## config.mk

```make
export PLATFORM = sky130hd
export DESIGN_NAME = tsbs_queue
export DESIGN_NICKNAME = d
export VERILOG_FILES = /design/src/design/tsbs_pkg.sv /design/src/design/tsbs_queue.sv
export SDC_FILE = /design/constraint.sdc
export NUM_CORES = 1
export LEC_CHECK = 0
export ABC_AREA = 1
export ABC_CLOCK_PERIOD_IN_PS = 6200
export BUFFER_PORTS_ARGS = -buffer_cell sky130_fd_sc_hd__buf_4
export CORE_AREA = 2 2 222 224
export CTS_CLUSTER_SIZE = 10
export DETAILED_ROUTE_END_ITERATION = 10
export DIE_AREA = 0 0 224 226
export SETUP_SLACK_MARGIN = 0.5
export SLEW_MARGIN = 0
export SYNTH_ARGS = -nofsm -noshare
export SYNTH_HDL_FRONTEND = slang
export SYNTH_SLANG_ARGS = --single-unit
```

## constraint.sdc

```tcl
create_clock -name clk_i -period 6.2 [get_ports clk_i]
set_input_delay 0.62 -clock clk_i [delete_from_list [all_inputs] [get_ports clk_i]]
set_output_delay 0.62 -clock clk_i [all_outputs]
set_load 0.1 [all_outputs]
```

## src/design/tsbs_pkg.sv

```systemverilog
// Shared constants, types and arithmetic helpers for the selective box smoother.
package tsbs_pkg;

  localparam int MaxWidth  = 1024;
  localparam int MaxHeight = 1024;
  localparam int ColW      = $clog2(MaxWidth);
  localparam int RowW      = $clog2(MaxHeight);
  localparam int DimW      = 11;
  localparam int ThrW      = 8;
  localparam int ChanW     = 8;
  localparam int PixW      = 3 * ChanW;
  localparam int QDepth    = 4;
  localparam int QAddrW    = $clog2(QDepth);
  localparam int SlotN     = 4;

  // Configuration register indexes
  localparam logic [1:0] CfgWidth  = 2'd0;
  localparam logic [1:0] CfgHeight = 2'd1;
  localparam logic [1:0] CfgThresh = 2'd2;

  localparam logic [DimW-1:0] DimMin      = DimW'(2);
  localparam logic [DimW-1:0] WidthMax    = DimW'(MaxWidth);
  localparam logic [DimW-1:0] HeightMax   = DimW'(MaxHeight);
  localparam logic [DimW-1:0] WidthReset  = DimW'(512);
  localparam logic [DimW-1:0] HeightReset = DimW'(512);
  localparam logic [ThrW-1:0] ThreshReset = ThrW'(30);

  // Pixel: red in the low byte, then green, then blue
  typedef logic [PixW-1:0] pix_t;

  // One classified pixel handed from the front to the back.
  // slots: bit 0 row above / previous column, bit 1 row above / last column,
  //        bit 2 last row / previous column,   bit 3 last row / last column
  typedef struct packed {
    pix_t              vc0;
    pix_t              pc0;
    pix_t              vc1;
    pix_t              pc1;
    logic [ColW-1:0]   col;
    logic [RowW-1:0]   row;
    logic [SlotN-1:0]  slots;
  } job_t;

  function automatic logic [DimW-1:0] clamp_dim(input logic [DimW-1:0] v,
                                                input logic [DimW-1:0] hi);
    logic [DimW-1:0] r;
    if (v < DimMin) r = DimMin;
    else if (v > hi) r = hi;
    else r = v;
    return r;
  endfunction

  // floor(s/3) for s <= 765 through the reciprocal 683/2048
  function automatic logic [ChanW-1:0] div3(input logic [ChanW+1:0] s);
    logic [19:0] prod;
    prod = 20'(s) * 20'd683;
    return prod[18:11];
  endfunction

  function automatic pix_t mean3(input pix_t a, input pix_t b, input pix_t c);
    pix_t r;
    logic [ChanW+1:0] s;
    for (int k = 0; k < 3; k++) begin
      s = (ChanW+2)'(a[k*ChanW +: ChanW]) + (ChanW+2)'(b[k*ChanW +: ChanW])
        + (ChanW+2)'(c[k*ChanW +: ChanW]);
      r[k*ChanW +: ChanW] = div3(s);
    end
    return r;
  endfunction

  function automatic pix_t choose(input pix_t sm, input pix_t orig,
                                 input logic [ThrW-1:0] thr);
    pix_t r;
    logic [ChanW-1:0] s;
    logic [ChanW-1:0] o;
    logic [ChanW-1:0] d;
    for (int k = 0; k < 3; k++) begin
      s = sm[k*ChanW +: ChanW];
      o = orig[k*ChanW +: ChanW];
      d = (s > o) ? s - o : o - s;
      r[k*ChanW +: ChanW] = (d > thr) ? s : o;
    end
    return r;
  endfunction

endpackage

```

## src/design/tsbs_queue.sv

```systemverilog
// Short job queue between front and back.
module tsbs_queue (
  input  logic            clk_i,
  input  logic            rst_ni,
  input  logic            push_i,
  input  tsbs_pkg::job_t  data_i,
  output logic            full_o,
  input  logic            pop_i,
  output logic            valid_o,
  output tsbs_pkg::job_t  data_o
);
  import tsbs_pkg::*;

  job_t              entry_q [QDepth];
  logic [QAddrW-1:0] wr_ptr_q, rd_ptr_q;
  logic [QAddrW:0]   count_q;
  logic              do_pop;

  assign full_o  = (count_q == (QAddrW+1)'(QDepth));
  assign valid_o = (count_q != '0);
  assign data_o  = entry_q[rd_ptr_q];
  assign do_pop  = pop_i && valid_o;

  always_ff @(posedge clk_i or negedge rst_ni) begin
    if (!rst_ni) begin
      wr_ptr_q <= '0;
      rd_ptr_q <= '0;
      count_q  <= '0;
    end else begin
      if (push_i) wr_ptr_q <= wr_ptr_q + QAddrW'(1);
      if (do_pop) rd_ptr_q <= rd_ptr_q + QAddrW'(1);
      if (push_i && !do_pop) count_q <= count_q + (QAddrW+1)'(1);
      else if (do_pop && !push_i) count_q <= count_q - (QAddrW+1)'(1);
    end
  end

  always_ff @(posedge clk_i) begin
    if (push_i) entry_q[wr_ptr_q] <= data_i;
  end

endmodule

```

==> reports/summary.md <==
- antenna violations before repair: 4
- number of gates resized after cts: 0
- initial DRC count: 623
- R2R Path End: entry_q[0][65]
- routed via count divided by cell count: 4.810
- die area: 0.05062 mm²
- Via Count: 11210
- clock period minus worst slack: 3.797 ns
- leading cell types by total area after synthesis: sky130_fd_sc_hd__edfxtp_1 73%, sky130_fd_sc_hd__nand2_1 7.3%, sky130_fd_sc_hd__o211ai_1 6.9%, sky130_fd_sc_hd__inv_1 4.8%, sky130_fd_sc_hd__o211ai_2 3.8%
- die span in y: 226 µm
- routed wire length per instance: 17.30 µm
- total setup violations reported at the end of the flow: 0
- share of layout cells above drive strength 1: 22.48%
- crit-path leading delay family: buffers and inverters
- Port-buffer cells: 245
- number of sinks on the clock net: 487
- global placement routability congestion: 0.7089
- Die X: 224 µm
- number of rows created at floorplan: 81
- DP Worst Slack: 2.930 ns
- portion of the clock cycle consumed by the worst path in the final layout: 61.24%
- RSZ-0062 raised after global routing: false
- GRT Util Overall: 15.98%
- Yosys warnings: 0
- final total negative setup slack: 0 ns
- total count of hold-check failures in the final report: 0
- crit-path max cell delay: 0.74 ns
- effective utilization at floorplan: 40.67%
- TritonRoute pass-1 iters: 5
- ys flop type: sky130_fd_sc_hd__edfxtp_1
- count of max-cap constraint violations: 0
- top achievable clock speed: 0.2634 GHz
- NumNets Final: 1820
- critical path launch point type: register
- required time at the worst-slack endpoint: 5.58 ns
- critical path data arrival time: 3.18 ns
- cell area reported after detailed placement: 0.02195 mm²
- FF-to-FF path depth: 5
- worst min path class: in -> reg
- most numerous cell on the critical path: sky130_fd_sc_hd__buf_4
- CTS root buffer: sky130_fd_sc_hd__clkbuf_16
- TritonCTS buffer count: 56
- ranking of synthesized cells by instance count: 480 x sky130_fd_sc_hd__edfxtp_1, 380 x sky130_fd_sc_hd__nand2_1, 251 x sky130_fd_sc_hd__inv_1
- Bufs and invs on worst path: 3
- Crit-path slowest cell: sky130_fd_sc_hd__dfrtp_4
- post-route DRC violation count: 0
- maximum level of the CTS H-tree: 2
- worst clock skew on the final layout: 0.01086 ns
- number of distinct library cells after synthesis: 20
- setup slack of the critical path after layout: 2.403 ns
- boundary pin count: 246
- Post-Layout Cell Count: 2331
- slew of the pin with the lowest slew margin: 0.9639 ns
- fraction of post-synthesis cell area in the top cell type by area: 73.31%
- class of the most critical setup path: reg -> out
- Cells after Synth: 1456
- Post-Synthesis Net Count: 1586
- cell area after synthesis: 0.01966 mm²
- most frequently used cell type in the post-synthesis netlist: sky130_fd_sc_hd__edfxtp_1
- CTS clk-pin slew, worst paths: 0.06 ns
- kind of end point of the critical path: output port
- Max Transition Viols Final: 0
- pin count of the biggest net entering global routing: 178
- hold_buf cts: 1
- layout overhead on the synthesized area: 19.45%
- area of the core: 0.04834 mm²
- total wire length: 40.32 mm
- Avg Inst Size Synth: 13.50 µm²
- critical register-to-register path startpoint: wr_ptr_q[0]
- HPWL after detailed placement: 22.64 mm
- end point of the critical path: data_o[91]
- EDFF count, synth: 480
- result of the run: completed
- Relative slew margins: 35.74%
- cell-by-cell trace of the critical path: inv_6 -> buf_4 -> o211ai_1 -> nand2_1 -> buf_4
- critical path launch point: rd_ptr_q[1]
- CTS tree: done
- leftover overflow at the end of global routing: 0
- clk_lat worst skew: 0.58 ns
- fraction of registers with async set/reset: 1.437%
- largest driver fanout on the critical path: 68
- post-synthesis sequential area ratio: 74.20%
- count of filler cells inserted in the layout: 4152
- number of global-route vias before repair: 11200
- global-route wire length before repair: 62.15 mm
- final design area excluding fillers: 0.02349 mm²
- register-to-register path setup slack: 3.70 ns
- flip-flop and latch count after synthesis: 487
- remaining antenna violation count: 0
- Yosys top cell by area: sky130_fd_sc_hd__edfxtp_1
- placed cells: 2253
- Worst path depth: 5
- number of buffers added for setup after CTS: 0
- deepest clock path buffer count: 3
==> per-stage QoR <==
step	util, %	hold WS [ns]
final	48.58	0.2377
after global routing	48.58	0.2071
after CTS	48.58	0.1958
after detailed placement	45.41	0.4450
after global placement	45.41	0.4445
after floorplan	-	0.3244
==> per-layer routing <==
| metal | up-vias | track usage (%) | wire (µm) |
|---|---|---|---|
| met2 | 212 | 27.62 | 20000 |
| met4 | 6 | 5.140 | 816 |
| met3 | 69 | 4.905 | 2753 |
| li1 | 5542 | - | - |
| met5 | - | 0 | 40 |
| met1 | 5383 | 19.08 | 16710 |
==> cell usage in the layout, fill, tap and decap left out, drive strengths merged, types with 3 or more instances in the layout <==
cell    instances
edfxtp        480
nand2         380
buf           256
inv           253
o211ai        240
clkbuf         71
dfrtp           7
ha              5
clkinv          4
nand3           3
==> sequential cells by signal (all words and copies together), names as in the netlist <==
name and count:
entry_q 480, wr_ptr_q 2, rd_ptr_q 2, count_q 3
==> cells by family (layout without fill, tap and decap cells) <==
kind of cell    Yosys count  in the layout  synth area share, %
fa+ha+maj                 6              6               0.4200
other cells               0              1                    0
compound gates          241            241                10.72
xor+xnor                  2              2              0.08911
simple gates            386            386                7.407
buf+inv                 334            586                7.166
flops                   487            487                74.20
==> how the worst min path moves through the flow <==
stage	start	to	slack (ns)	depth (start not counted)
after CTS	data_i[103]	entry_q[0][103]	0.20	1
after floorplan	rst_ni	count_q[0]	0.32	0
after detailed placement	rst_ni	rd_ptr_q[0]	0.44	1
after global placement	rst_ni	count_q[1]	0.44	1
after global routing	data_i[111]	entry_q[1][111]	0.21	1
final	data_i[104]	entry_q[1][104]	0.24	1
==> area by class of cell <==
class	count	area [µm²]	area share [%]
Sequential cell	487	14590	62.13
Multi-Input combinational cell	635	3664	15.60
Timing Repair Buffer	257	1944	8.279
Clock buffer	71	1499	6.382
Inverter	253	982.2	4.182
Tap cell	622	778.2	3.314
Clock inverter	5	23.77	0.1012
Antenna cell	1	2.502	0.01065
Power is left out: the tool's default activity adds up to more than one toggle a clock period on the data nets, which glitch-free logic cannot reach.
