[src/design/tsbs_pkg.sv]
// Shared constants, types and arithmetic helpers for the selective box smoother.
package tsbs_pkg;

  localparam int MaxWidth  = 1024;
  localparam int MaxHeight = 1024;
  localparam int ColW      = $clog2(MaxWidth);
  localparam int RowW      = $clog2(MaxHeight);
  localparam int DimW      = 11;
  localparam int ThrW      = 8;
  localparam int ChanW     = 8;
  localparam int PixW      = 3 * ChanW;
  localparam int QDepth    = 4;
  localparam int QAddrW    = $clog2(QDepth);
  localparam int SlotN     = 4;

  // Configuration register indexes
  localparam logic [1:0] CfgWidth  = 2'd0;
  localparam logic [1:0] CfgHeight = 2'd1;
  localparam logic [1:0] CfgThresh = 2'd2;

  localparam logic [DimW-1:0] DimMin      = DimW'(2);
  localparam logic [DimW-1:0] WidthMax    = DimW'(MaxWidth);
  localparam logic [DimW-1:0] HeightMax   = DimW'(MaxHeight);
  localparam logic [DimW-1:0] WidthReset  = DimW'(512);
  localparam logic [DimW-1:0] HeightReset = DimW'(512);
  localparam logic [ThrW-1:0] ThreshReset = ThrW'(30);

  // Pixel: red in the low byte, then green, then blue
  typedef logic [PixW-1:0] pix_t;

  // One classified pixel handed from the front to the back.
  // slots: bit 0 row above / previous column, bit 1 row above / last column,
  //        bit 2 last row / previous column,   bit 3 last row / last column
  typedef struct packed {
    pix_t              vc0;
    pix_t              pc0;
    pix_t              vc1;
    pix_t              pc1;
    logic [ColW-1:0]   col;
    logic [RowW-1:0]   row;
    logic [SlotN-1:0]  slots;
  } job_t;

  function automatic logic [DimW-1:0] clamp_dim(input logic [DimW-1:0] v,
                                                input logic [DimW-1:0] hi);
    logic [DimW-1:0] r;
    if (v < DimMin) r = DimMin;
    else if (v > hi) r = hi;
    else r = v;
    return r;
  endfunction

  // floor(s/3) for s <= 765 through the reciprocal 683/2048
  function automatic logic [ChanW-1:0] div3(input logic [ChanW+1:0] s);
    logic [19:0] prod;
    prod = 20'(s) * 20'd683;
    return prod[18:11];
  endfunction

  function automatic pix_t mean3(input pix_t a, input pix_t b, input pix_t c);
    pix_t r;
    logic [ChanW+1:0] s;
    for (int k = 0; k < 3; k++) begin
      s = (ChanW+2)'(a[k*ChanW +: ChanW]) + (ChanW+2)'(b[k*ChanW +: ChanW])
        + (ChanW+2)'(c[k*ChanW +: ChanW]);
      r[k*ChanW +: ChanW] = div3(s);
    end
    return r;
  endfunction

  function automatic pix_t choose(input pix_t sm, input pix_t orig,
                                 input logic [ThrW-1:0] thr);
    pix_t r;
    logic [ChanW-1:0] s;
    logic [ChanW-1:0] o;
    logic [ChanW-1:0] d;
    for (int k = 0; k < 3; k++) begin
      s = sm[k*ChanW +: ChanW];
      o = orig[k*ChanW +: ChanW];
      d = (s > o) ? s - o : o - s;
      r[k*ChanW +: ChanW] = (d > thr) ? s : o;
    end
    return r;
  endfunction

endpackage

[src/design/tsbs_back.sv]
// Back end: horizontal means, threshold select and result register.
module tsbs_back (
  input  logic                        clk_i,
  input  logic                        rst_ni,
  input  logic                        job_valid_i,
  input  tsbs_pkg::job_t              job_i,
  output logic                        pop_o,
  input  logic [tsbs_pkg::ThrW-1:0]   thr_i,
  output logic                        out_valid_o,
  input  logic                        out_ready_i,
  output tsbs_pkg::pix_t              out_pix_o,
  output logic [tsbs_pkg::ColW-1:0]   out_col_o,
  output logic [tsbs_pkg::RowW-1:0]   out_row_o,
  output logic                        out_last_o
);
  import tsbs_pkg::*;

  localparam logic [1:0] SlotUpPrev   = 2'd0;
  localparam logic [1:0] SlotUpLast   = 2'd1;
  localparam logic [1:0] SlotBotPrev  = 2'd2;
  localparam logic [1:0] SlotBotLast  = 2'd3;

  // per track: two most recent vertical means and the last center pixel
  pix_t win_v0_q [2];
  pix_t win_v1_q [2];
  pix_t win_cp_q [2];

  logic [SlotN-1:0] done_q, pend, sel_mask;
  logic [1:0]       sel;
  logic             load_ok, emit, last_slot;

  logic             out_valid_q;
  pix_t             out_pix_q;
  logic [ColW-1:0]  out_col_q;
  logic [RowW-1:0]  out_row_q;
  logic             out_last_q;

  pix_t            vc, pc, wv0, wv1, wcp, ma, mb, mc, orig, res;
  logic [ColW-1:0] col;
  logic [RowW-1:0] row;
  logic            trk;

  assign pend    = job_i.slots & ~done_q;
  assign load_ok = !out_valid_q || out_ready_i;

  always_comb begin
    if (pend[0])      sel = SlotUpPrev;
    else if (pend[1]) sel = SlotUpLast;
    else if (pend[2]) sel = SlotBotPrev;
    else              sel = SlotBotLast;
  end

  assign sel_mask  = SlotN'(1) << sel;
  assign last_slot = ((pend & ~sel_mask) == '0);
  assign emit      = job_valid_i && (pend != '0) && load_ok;
  assign pop_o     = job_valid_i && ((pend == '0) || (load_ok && last_slot));

  // Operand selection for the chosen slot
  always_comb begin
    trk = sel[1];
    vc  = trk ? job_i.vc1 : job_i.vc0;
    pc  = trk ? job_i.pc1 : job_i.pc0;
    wv0 = win_v0_q[trk];
    wv1 = win_v1_q[trk];
    wcp = win_cp_q[trk];
    row = trk ? job_i.row : job_i.row - RowW'(1);
    if (!sel[0]) begin
      // mirror the left neighbor at the first column
      ma   = (job_i.col > ColW'(1)) ? wv0 : vc;
      mb   = wv1;
      mc   = vc;
      orig = wcp;
      col  = job_i.col - ColW'(1);
    end else begin
      ma   = wv1;
      mb   = vc;
      mc   = wv1;
      orig = pc;
      col  = job_i.col;
    end
    res = choose(mean3(ma, mb, mc), orig, thr_i);
  end

  always_ff @(posedge clk_i or negedge rst_ni) begin
    if (!rst_ni) begin
      done_q      <= '0;
      out_valid_q <= 1'b0;
      for (int t = 0; t < 2; t++) begin
        win_v0_q[t] <= '0;
        win_v1_q[t] <= '0;
        win_cp_q[t] <= '0;
      end
    end else begin
      if (load_ok) out_valid_q <= emit;
      if (pop_o) begin
        done_q <= '0;
        // advance both tracks below row 0; the last-row track is read only on
        // the last row, whose own pixels refill it before each read
        if (job_i.row != '0) begin
          win_v0_q[0] <= win_v1_q[0];
          win_v1_q[0] <= job_i.vc0;
          win_cp_q[0] <= job_i.pc0;
          win_v0_q[1] <= win_v1_q[1];
          win_v1_q[1] <= job_i.vc1;
          win_cp_q[1] <= job_i.pc1;
        end
      end else if (emit) begin
        done_q <= done_q | sel_mask;
      end
    end
  end

  always_ff @(posedge clk_i) begin
    if (emit) begin
      out_pix_q  <= res;
      out_col_q  <= col;
      out_row_q  <= row;
      out_last_q <= (sel == SlotBotLast);
    end
  end

  assign out_valid_o = out_valid_q;
  assign out_pix_o   = out_pix_q;
  assign out_col_o   = out_col_q;
  assign out_row_o   = out_row_q;
  assign out_last_o  = out_last_q;

endmodule

[config.mk]
export PLATFORM = sky130hd
export DESIGN_NAME = tsbs_back
export DESIGN_NICKNAME = d
export VERILOG_FILES = /design/src/design/tsbs_pkg.sv /design/src/design/tsbs_back.sv
export SDC_FILE = /design/constraint.sdc
export NUM_CORES = 1
export LEC_CHECK = 0
export BUFFER_PORTS_ARGS = -buffer_cell sky130_fd_sc_hd__buf_4
export CORE_ASPECT_RATIO = 1.1
export CORE_UTILIZATION = 29
export DETAILED_ROUTE_END_ITERATION = 7
export GPL_TIMING_DRIVEN = 1
export HOLD_SLACK_MARGIN = 0.15
export REMOVE_ABC_BUFFERS = 1
export SETUP_SLACK_MARGIN = 0.5
export SLEW_MARGIN = 10
export SYNTH_ARGS = -nofsm -noshare
export SYNTH_HDL_FRONTEND = slang
export SYNTH_SLANG_ARGS = --single-unit
export TNS_END_PERCENT = 1
[constraint.sdc]
create_clock -name clk_i -period 33.2 [get_ports clk_i]
set_input_delay 1.66 -clock clk_i [delete_from_list [all_inputs] [get_ports clk_i]]
set_output_delay 1.66 -clock clk_i [all_outputs]
set_load 0.02 [all_outputs]
==> impl_metrics.yaml, run 1 <==
synthesis:
  netlist-cell-type-count: 75
  syn-instance-count: 2217
  yosys_warnings: 0
  yosysTopAreaCellShare_pct: 18.87
  area_of_the_mapped_netlist_mm2: 0.01976
  yosys.area.top_type: "sky130_fd_sc_hd__dfrtp_1"
  synth-edff-count: 45
  synthArstFlopShare_pct: 76.80
  avgSynthCellArea_um2: 8.915
  seq_area_frac_synth_pct: 25.70
  netlist_top_cells_area: "sky130_fd_sc_hd__dfrtp_1 (19%), sky130_fd_sc_hd__ha_1 (17%), sky130_fd_sc_hd__fa_1 (9.3%)"
  most_used_flip_flop_cell_after_synthesis: "sky130_fd_sc_hd__dfrtp_1"
  yosys_reg_bits: 194
timing:
  setup_repair_after_global_routing_missed_its_margin: "no"
  max_slew.worst_pin.slew_ps: 1039
  clock_skew_ps: 11.72
  drv_slew: 0
  setup_total_negative_slack_ps: 0
  maxClockFrequency_mhz: 71.30
  setup-violations-final: 0
  slew_headroom_pct: 30.24
  min_period_over_period_pct: 42.24
  finalCriticalPeriod_ps: 14030
  finalHoldViolCount: 0
grt:
  vias_in_the_first_global_route: 15333
  wire_length_of_the_first_global_routing_pass_um: 84440
  grt_usage_pct: 15.66
  grt_antenna_before_repair: 4
  globalRoute.totalOverflow: 0
  maximum_number_of_pins_on_one_net_before_global_route_repair: 98
worst_setup_path:
  critical_path.startpoint_type: "input port"
  timing.critical_path.slowest_cell_delay_ps: 770
  crit_path_top_delay_cell: "sky130_fd_sc_hd__buf_4"
  critical_path_required_time_ps: 33390
  worst_path_most_repeated_cell: "sky130_fd_sc_hd__ha_1"
  regToRegSetupSlack_ps: 20040
  worst_r2r_endpoint: "out_pix_o[19]"
  cp.buffers_inverters: 6
  worstSetupPathType: "input port to register"
  critical_path_depth: 48
  regToRegStartpoint: "done_q[2]"
  reg2regPathDepth: 47
  critical-path-top-delay-family: "compound AO/OA/AOI/OAI gates"
  arrival_time_at_the_worst_endpoint_ps: 14210
  cp-end-kind: "register"
  timing.critical_path.fanout_max: 80
  worst_setup_path_start: "job_i[0]"
cts:
  cts.htree.levels: 4
  cts-resized-gates: 0
  cts_made_buffers: 17
  clk_transition_reported_paths_ps: 80
  ctsRootBufferMaster: "sky130_fd_sc_hd__clkbuf_16"
  sinks_on_the_clock_net: 194
  cts.repair_timing.setup_buffer_count: 0
  cts_hold_repair.buffers: 0
  tritoncts: "built"
  clock_insertion_delay_worst_skew_ps: 500
  cts_max_path_buffers: 2
worst_hold_path:
  min_to: "win_cp_q[41]"
  holdCritPathClass: "register to register"
  hold_start: "win_cp_q[41]"
  worstHoldPathCells: 1
layout:
  most_frequent_standard_cell_in_the_layout_excluding_fill_and_tap_cells: "sky130_fd_sc_hd__nand2_1"
  fillCellCount: 7028
  final_standard_cell_area_without_fillers_mm2: 0.02257
  final_core_util_pct: 33.41
  finish.net_count: 2823
  most_used_cells_in_the_layout_excluding_fill_and_tap_cells: "sky130_fd_sc_hd__nand2_1 (458), sky130_fd_sc_hd__ha_1 (265), sky130_fd_sc_hd__inv_1 (240)"
  drive_above_1_share_pct: 10.66
  area_added_between_synthesis_and_finish_pct: 14.21
routing:
  antenna_left: 0
  drtIter0Drc: 846
  detail_route.drc_violations: 0
  dr_total_vias: 15723
  route.detailed.wl_per_inst_um: 16.45
  drt_wl_total_um: 52870
  firstDrtPassIters: 5
  avgViaCountPerCell: 4.892
place:
  place.gp.congestion: 0.8531
  place.port_buffers: 178
  post-dp-hpwl_um: 40750
  post_dp_cell_area_mm2: 0.02195
run:
  max_cap_violations: 0
floorplanning:
  fp.dieArea_mm2: 0.06920
  die_w_um: 250.9
  fp.coreArea_mm2: 0.06756
  pin_count: 179
  initial_utilization_pct: 29.25
  rows: 100
  die_y_um: 275.8
outcome:
  outcome: "completed"
## worst max path at each step
stage                          to  slack, ps
floorplan           out_pix_o[16]      16560
global placement    out_pix_o[19]      18710
detailed placement  out_pix_o[19]      18650
CTS                 out_pix_o[19]      19160
global route        out_pix_o[19]      18160
finish              out_pix_o[19]      19170
## synthesized netlist by cell type (9+ instances only)
| cell | number |
|---|---|
| sky130_fd_sc_hd__dfrtp_1 | 149 |
| sky130_fd_sc_hd__buf_2 | 12 |
| sky130_fd_sc_hd__nor3_1 | 14 |
| sky130_fd_sc_hd__o21ai_0 | 35 |
| sky130_fd_sc_hd__edfxtp_1 | 45 |
| sky130_fd_sc_hd__fa_1 | 92 |
| sky130_fd_sc_hd__clkbuf_1 | 61 |
| sky130_fd_sc_hd__mux2i_1 | 37 |
| sky130_fd_sc_hd__nand3_1 | 115 |
| sky130_fd_sc_hd__and3_1 | 32 |
| sky130_fd_sc_hd__buf_1 | 13 |
| sky130_fd_sc_hd__a31oi_1 | 51 |
| sky130_fd_sc_hd__xnor2_1 | 60 |
| sky130_fd_sc_hd__nor2b_1 | 11 |
| sky130_fd_sc_hd__nor2_1 | 40 |
| sky130_fd_sc_hd__a221oi_1 | 21 |
| sky130_fd_sc_hd__mux2_1 | 147 |
| sky130_fd_sc_hd__o21a_1 | 9 |
| sky130_fd_sc_hd__a21o_1 | 35 |
| sky130_fd_sc_hd__ha_1 | 265 |
| sky130_fd_sc_hd__inv_1 | 240 |
| sky130_fd_sc_hd__xor2_1 | 25 |
| sky130_fd_sc_hd__nand2_1 | 459 |
| sky130_fd_sc_hd__a21oi_1 | 107 |
| sky130_fd_sc_hd__o21bai_1 | 14 |
| sky130_fd_sc_hd__nand2b_1 | 15 |
## cell families (layout without fill, tap and decap cells)
logic type	Yosys count	count (layout)	synth area share, %
adder cells (fa/ha/maj)	357	357	26.10
AND/OR/NAND/NOR	733	733	16.31
buffers and inverters	335	464	6.628
flip-flops	194	194	25.70
multiplexers	185	185	10.33
other	0	1	0
AO/OA/AOI/OAI	328	328	11.17
XOR/XNOR	85	85	3.767
## registers in the layout (all words and copies together) (netlist names)
register	count
done_q	4
out_col_o	10
out_last_o	1
out_pix_o	24
out_row_o	10
out_valid_o	1
win_cp_q	48
win_v0_q	48
win_v1_q	48
## cell type report
class	instances	area [um2]	share of cell area [%]
diodes	1	2.502	0.01109
clock buffers	23	531.8	2.356
clock inverters	8	83.83	0.3714
inverters	240	900.9	3.991
multi-input cells	1688	13440	59.52
flip-flops and latches	194	5080	22.51
well taps	867	1085	4.806
repair buffers	193	1453	6.436
## per-stage QoR
step                hold WS, ps  setup WS (ps)  instances
finish                    490.1          19170       3214
global placement          473.4          18710       3182
floorplan                 455.5          16560       2122
CTS                       496.9          19160       3213
detailed placement        478.1          18650       3182
global route              511.1          18160       3213
## worst reg2reg max path: cells and delay by family (launching register included)
family | cells | cell delay (ps)
multiplexers | 2 | 650
buffers and inverters | 5 | 1440
flip-flops | 1 | 400
adder cells (fa/ha/maj) | 10 | 3840
AO/OA/AOI/OAI | 18 | 4090
XOR/XNOR | 2 | 600
AND/OR/NAND/NOR | 10 | 1840
## layer usage
metal	wire length (um)	GRT usage [%]
met1	24260	20.32
met2	24670	25.50
met3	2678	3.763
met4	1218	5.247
met5	44	0
Power of run 1 is not shown: default switching activity piles up to over one toggle a cycle in this logic, so the estimate is an artifact.
==> run 2: changes to the inputs <==
Clock period 33.2 ns to 13.25 ns, I/O delays scaled along.
==> run 2 against run 1 <==
First-iteration DRC count fell by 1.5%. Clock skew rose by 14 ps. Hold slack got worse by 300 ps. Critical path type is now register to register. Worst setup slack got worse by 18000 ps. Wire length rose by 3.1%. Sequential share of layout area fell by 0.34 points. Via count rose by 1.0%. Non-clock buffer count rose by 26. Count of clock-buffer cells in the layout fell by 5. Global-route usage fell by 0.074 points.
==> impl_metrics.yaml, run 2 (synthesized netlist as in run 1, its figures left out) <==
cts:
  ctsRootBufferMaster: "sky130_fd_sc_hd__clkbuf_16"
  clock_insertion_delay_worst_skew_ps: 510
  cts_made_buffers: 17
  tritoncts: "built"
  clk_transition_reported_paths_ps: 90
  cts_max_path_buffers: 2
  sinks_on_the_clock_net: 194
  cts_hold_repair.buffers: 0
  cts.htree.levels: 4
timing:
  setup_total_negative_slack_ps: 0
  drv_slew: 0
  setup_repair_after_global_routing_missed_its_margin: "yes"
  min_period_over_period_pct: 90.02
  clock_skew_ps: 25.43
  max_slew.worst_pin.slew_ps: 1049
  setup_slack_ps: 1323
  maxClockFrequency_mhz: 83.84
  slew_headroom_pct: 30.09
  setup-violations-final: 0
  finalHoldViolCount: 0
  finalCriticalPeriod_ps: 11930
floorplanning:
  initial_utilization_pct: 29.25
  fp.dieArea_mm2: 0.06920
  fp.coreArea_mm2: 0.06756
  rows: 100
  die_w_um: 250.9
  pin_count: 179
  die_y_um: 275.8
worst_setup_path:
  crit_path_top_delay_cell: "sky130_fd_sc_hd__fa_1"
  cp.buffers_inverters: 5
  critical_path.startpoint_type: "register"
  regToRegSetupSlack_ps: 1320
  timing.critical_path.slowest_cell_delay_ps: 510
  arrival_time_at_the_worst_endpoint_ps: 12180
  cp-end-kind: "register"
  worstSetupPathType: "register to register"
  critical_path_required_time_ps: 13500
  critical-path-top-delay-family: "compound AO/OA/AOI/OAI gates"
  worst_r2r_endpoint: "out_pix_o[15]"
  timing.critical_path.fanout_max: 22
  regToRegStartpoint: "done_q[1]"
  reg2regPathDepth: 47
  worst_path_most_repeated_cell: "sky130_fd_sc_hd__ha_1"
routing:
  dr_total_vias: 15884
  drtIter0Drc: 833
  firstDrtPassIters: 5
  detail_route.drc_violations: 0
  drt_wl_total_um: 54500
  antenna_left: 0
  route.detailed.wl_per_inst_um: 16.81
  avgViaCountPerCell: 4.898
grt:
  vias_in_the_first_global_route: 15623
  globalRoute.totalOverflow: 0
  wire_length_of_the_first_global_routing_pass_um: 84550
  grt_antenna_before_repair: 2
  grt_usage_pct: 15.59
  maximum_number_of_pins_on_one_net_before_global_route_repair: 82
worst_hold_path:
  holdCritPathClass: "input port to asynchronous set/reset pin"
place:
  place.port_buffers: 178
  place_ws_ps: 304.2
  place.gp.congestion: 0.8506
  post-dp-hpwl_um: 41110
layout:
  largest_registers: "win_cp_q (48), win_v0_q (48), win_v1_q (48)"
  most_used_cells_in_the_layout_excluding_fill_and_tap_cells: "sky130_fd_sc_hd__nand2_1 (457), sky130_fd_sc_hd__ha_1 (265), sky130_fd_sc_hd__inv_1 (240)"
  finish.net_count: 2852
  most_frequent_standard_cell_in_the_layout_excluding_fill_and_tap_cells: "sky130_fd_sc_hd__nand2_1"
  drive_above_1_share_pct: 12.25
  antenna_diode_count: 0
  area_added_between_synthesis_and_finish_pct: 15.95
outcome:
  outcome: "completed"
run:
  max_cap_violations: 0
## run 2: how the worst max path moves through the flow
| stage | from | cells after the start | to | slack (ps) |
|---|---|---|---|---|
| detailed placement | job_i[16] | 51 | out_pix_o[15] | 300 |
| CTS | done_q[2] | 46 | out_pix_o[15] | 560 |
| floorplan | job_i[0] | 43 | out_pix_o[16] | -2390 |
| global route | done_q[1] | 50 | out_pix_o[20] | 380 |
| global placement | job_i[2] | 47 | out_pix_o[15] | 340 |
| finish | done_q[1] | 47 | out_pix_o[15] | 1320 |
## run 2: worst reg2reg max path: cells and delay by family, from the launching register on
kind	cells	cell delay [ps]
mux	1	180
flops	1	390
buf+inv	5	590
simple gates	8	1870
xor+xnor	3	820
fa+ha+maj	10	3870
compound gates	20	3920
## run 2: metrics by stage
stage                     instances  util [%]  hold slack (ps)  area [um2]
final                          3243     33.92            195.1       22920
after global routing           3243     33.92            250.2       22920
after CTS                      3232     33.65            198.2       22740
after detailed placement       3200     32.77            473.5       22140
after global placement         3200     32.77            473.5       22140
after floorplan                2122         -            366.9       19350
## run 2: per-layer routing
| layer | track usage [%] | up-vias | share of wire, % |
|---|---|---|---|
| met5 | 0 | - | 0.024 |
| met4 | 4.509 | 2 | 1.7 |
| met3 | 2.537 | 45 | 3.5 |
| met2 | 27.24 | 266 | 49 |
| met1 | 19.74 | 7699 | 46 |
| li1 | - | 7872 | - |
## run 2: area by class of cell
class	instances	area [um2]
Clock buffer	18	430.4
Tap cell	867	1085
Sequential cell	194	5080
Multi-Input combinational cell	1691	13530
Fill cell	6990	44650
Inverter	240	900.9
Clock inverter	14	168.9
Timing Repair Buffer	219	1723
## run 2: timing repair
action / CTS / global route
resized for setup: 0 / 15
setup buffers: 0 / 8
endpoints found under the setup margin: 0 / 24
Power of run 2 is left out for the same reason.
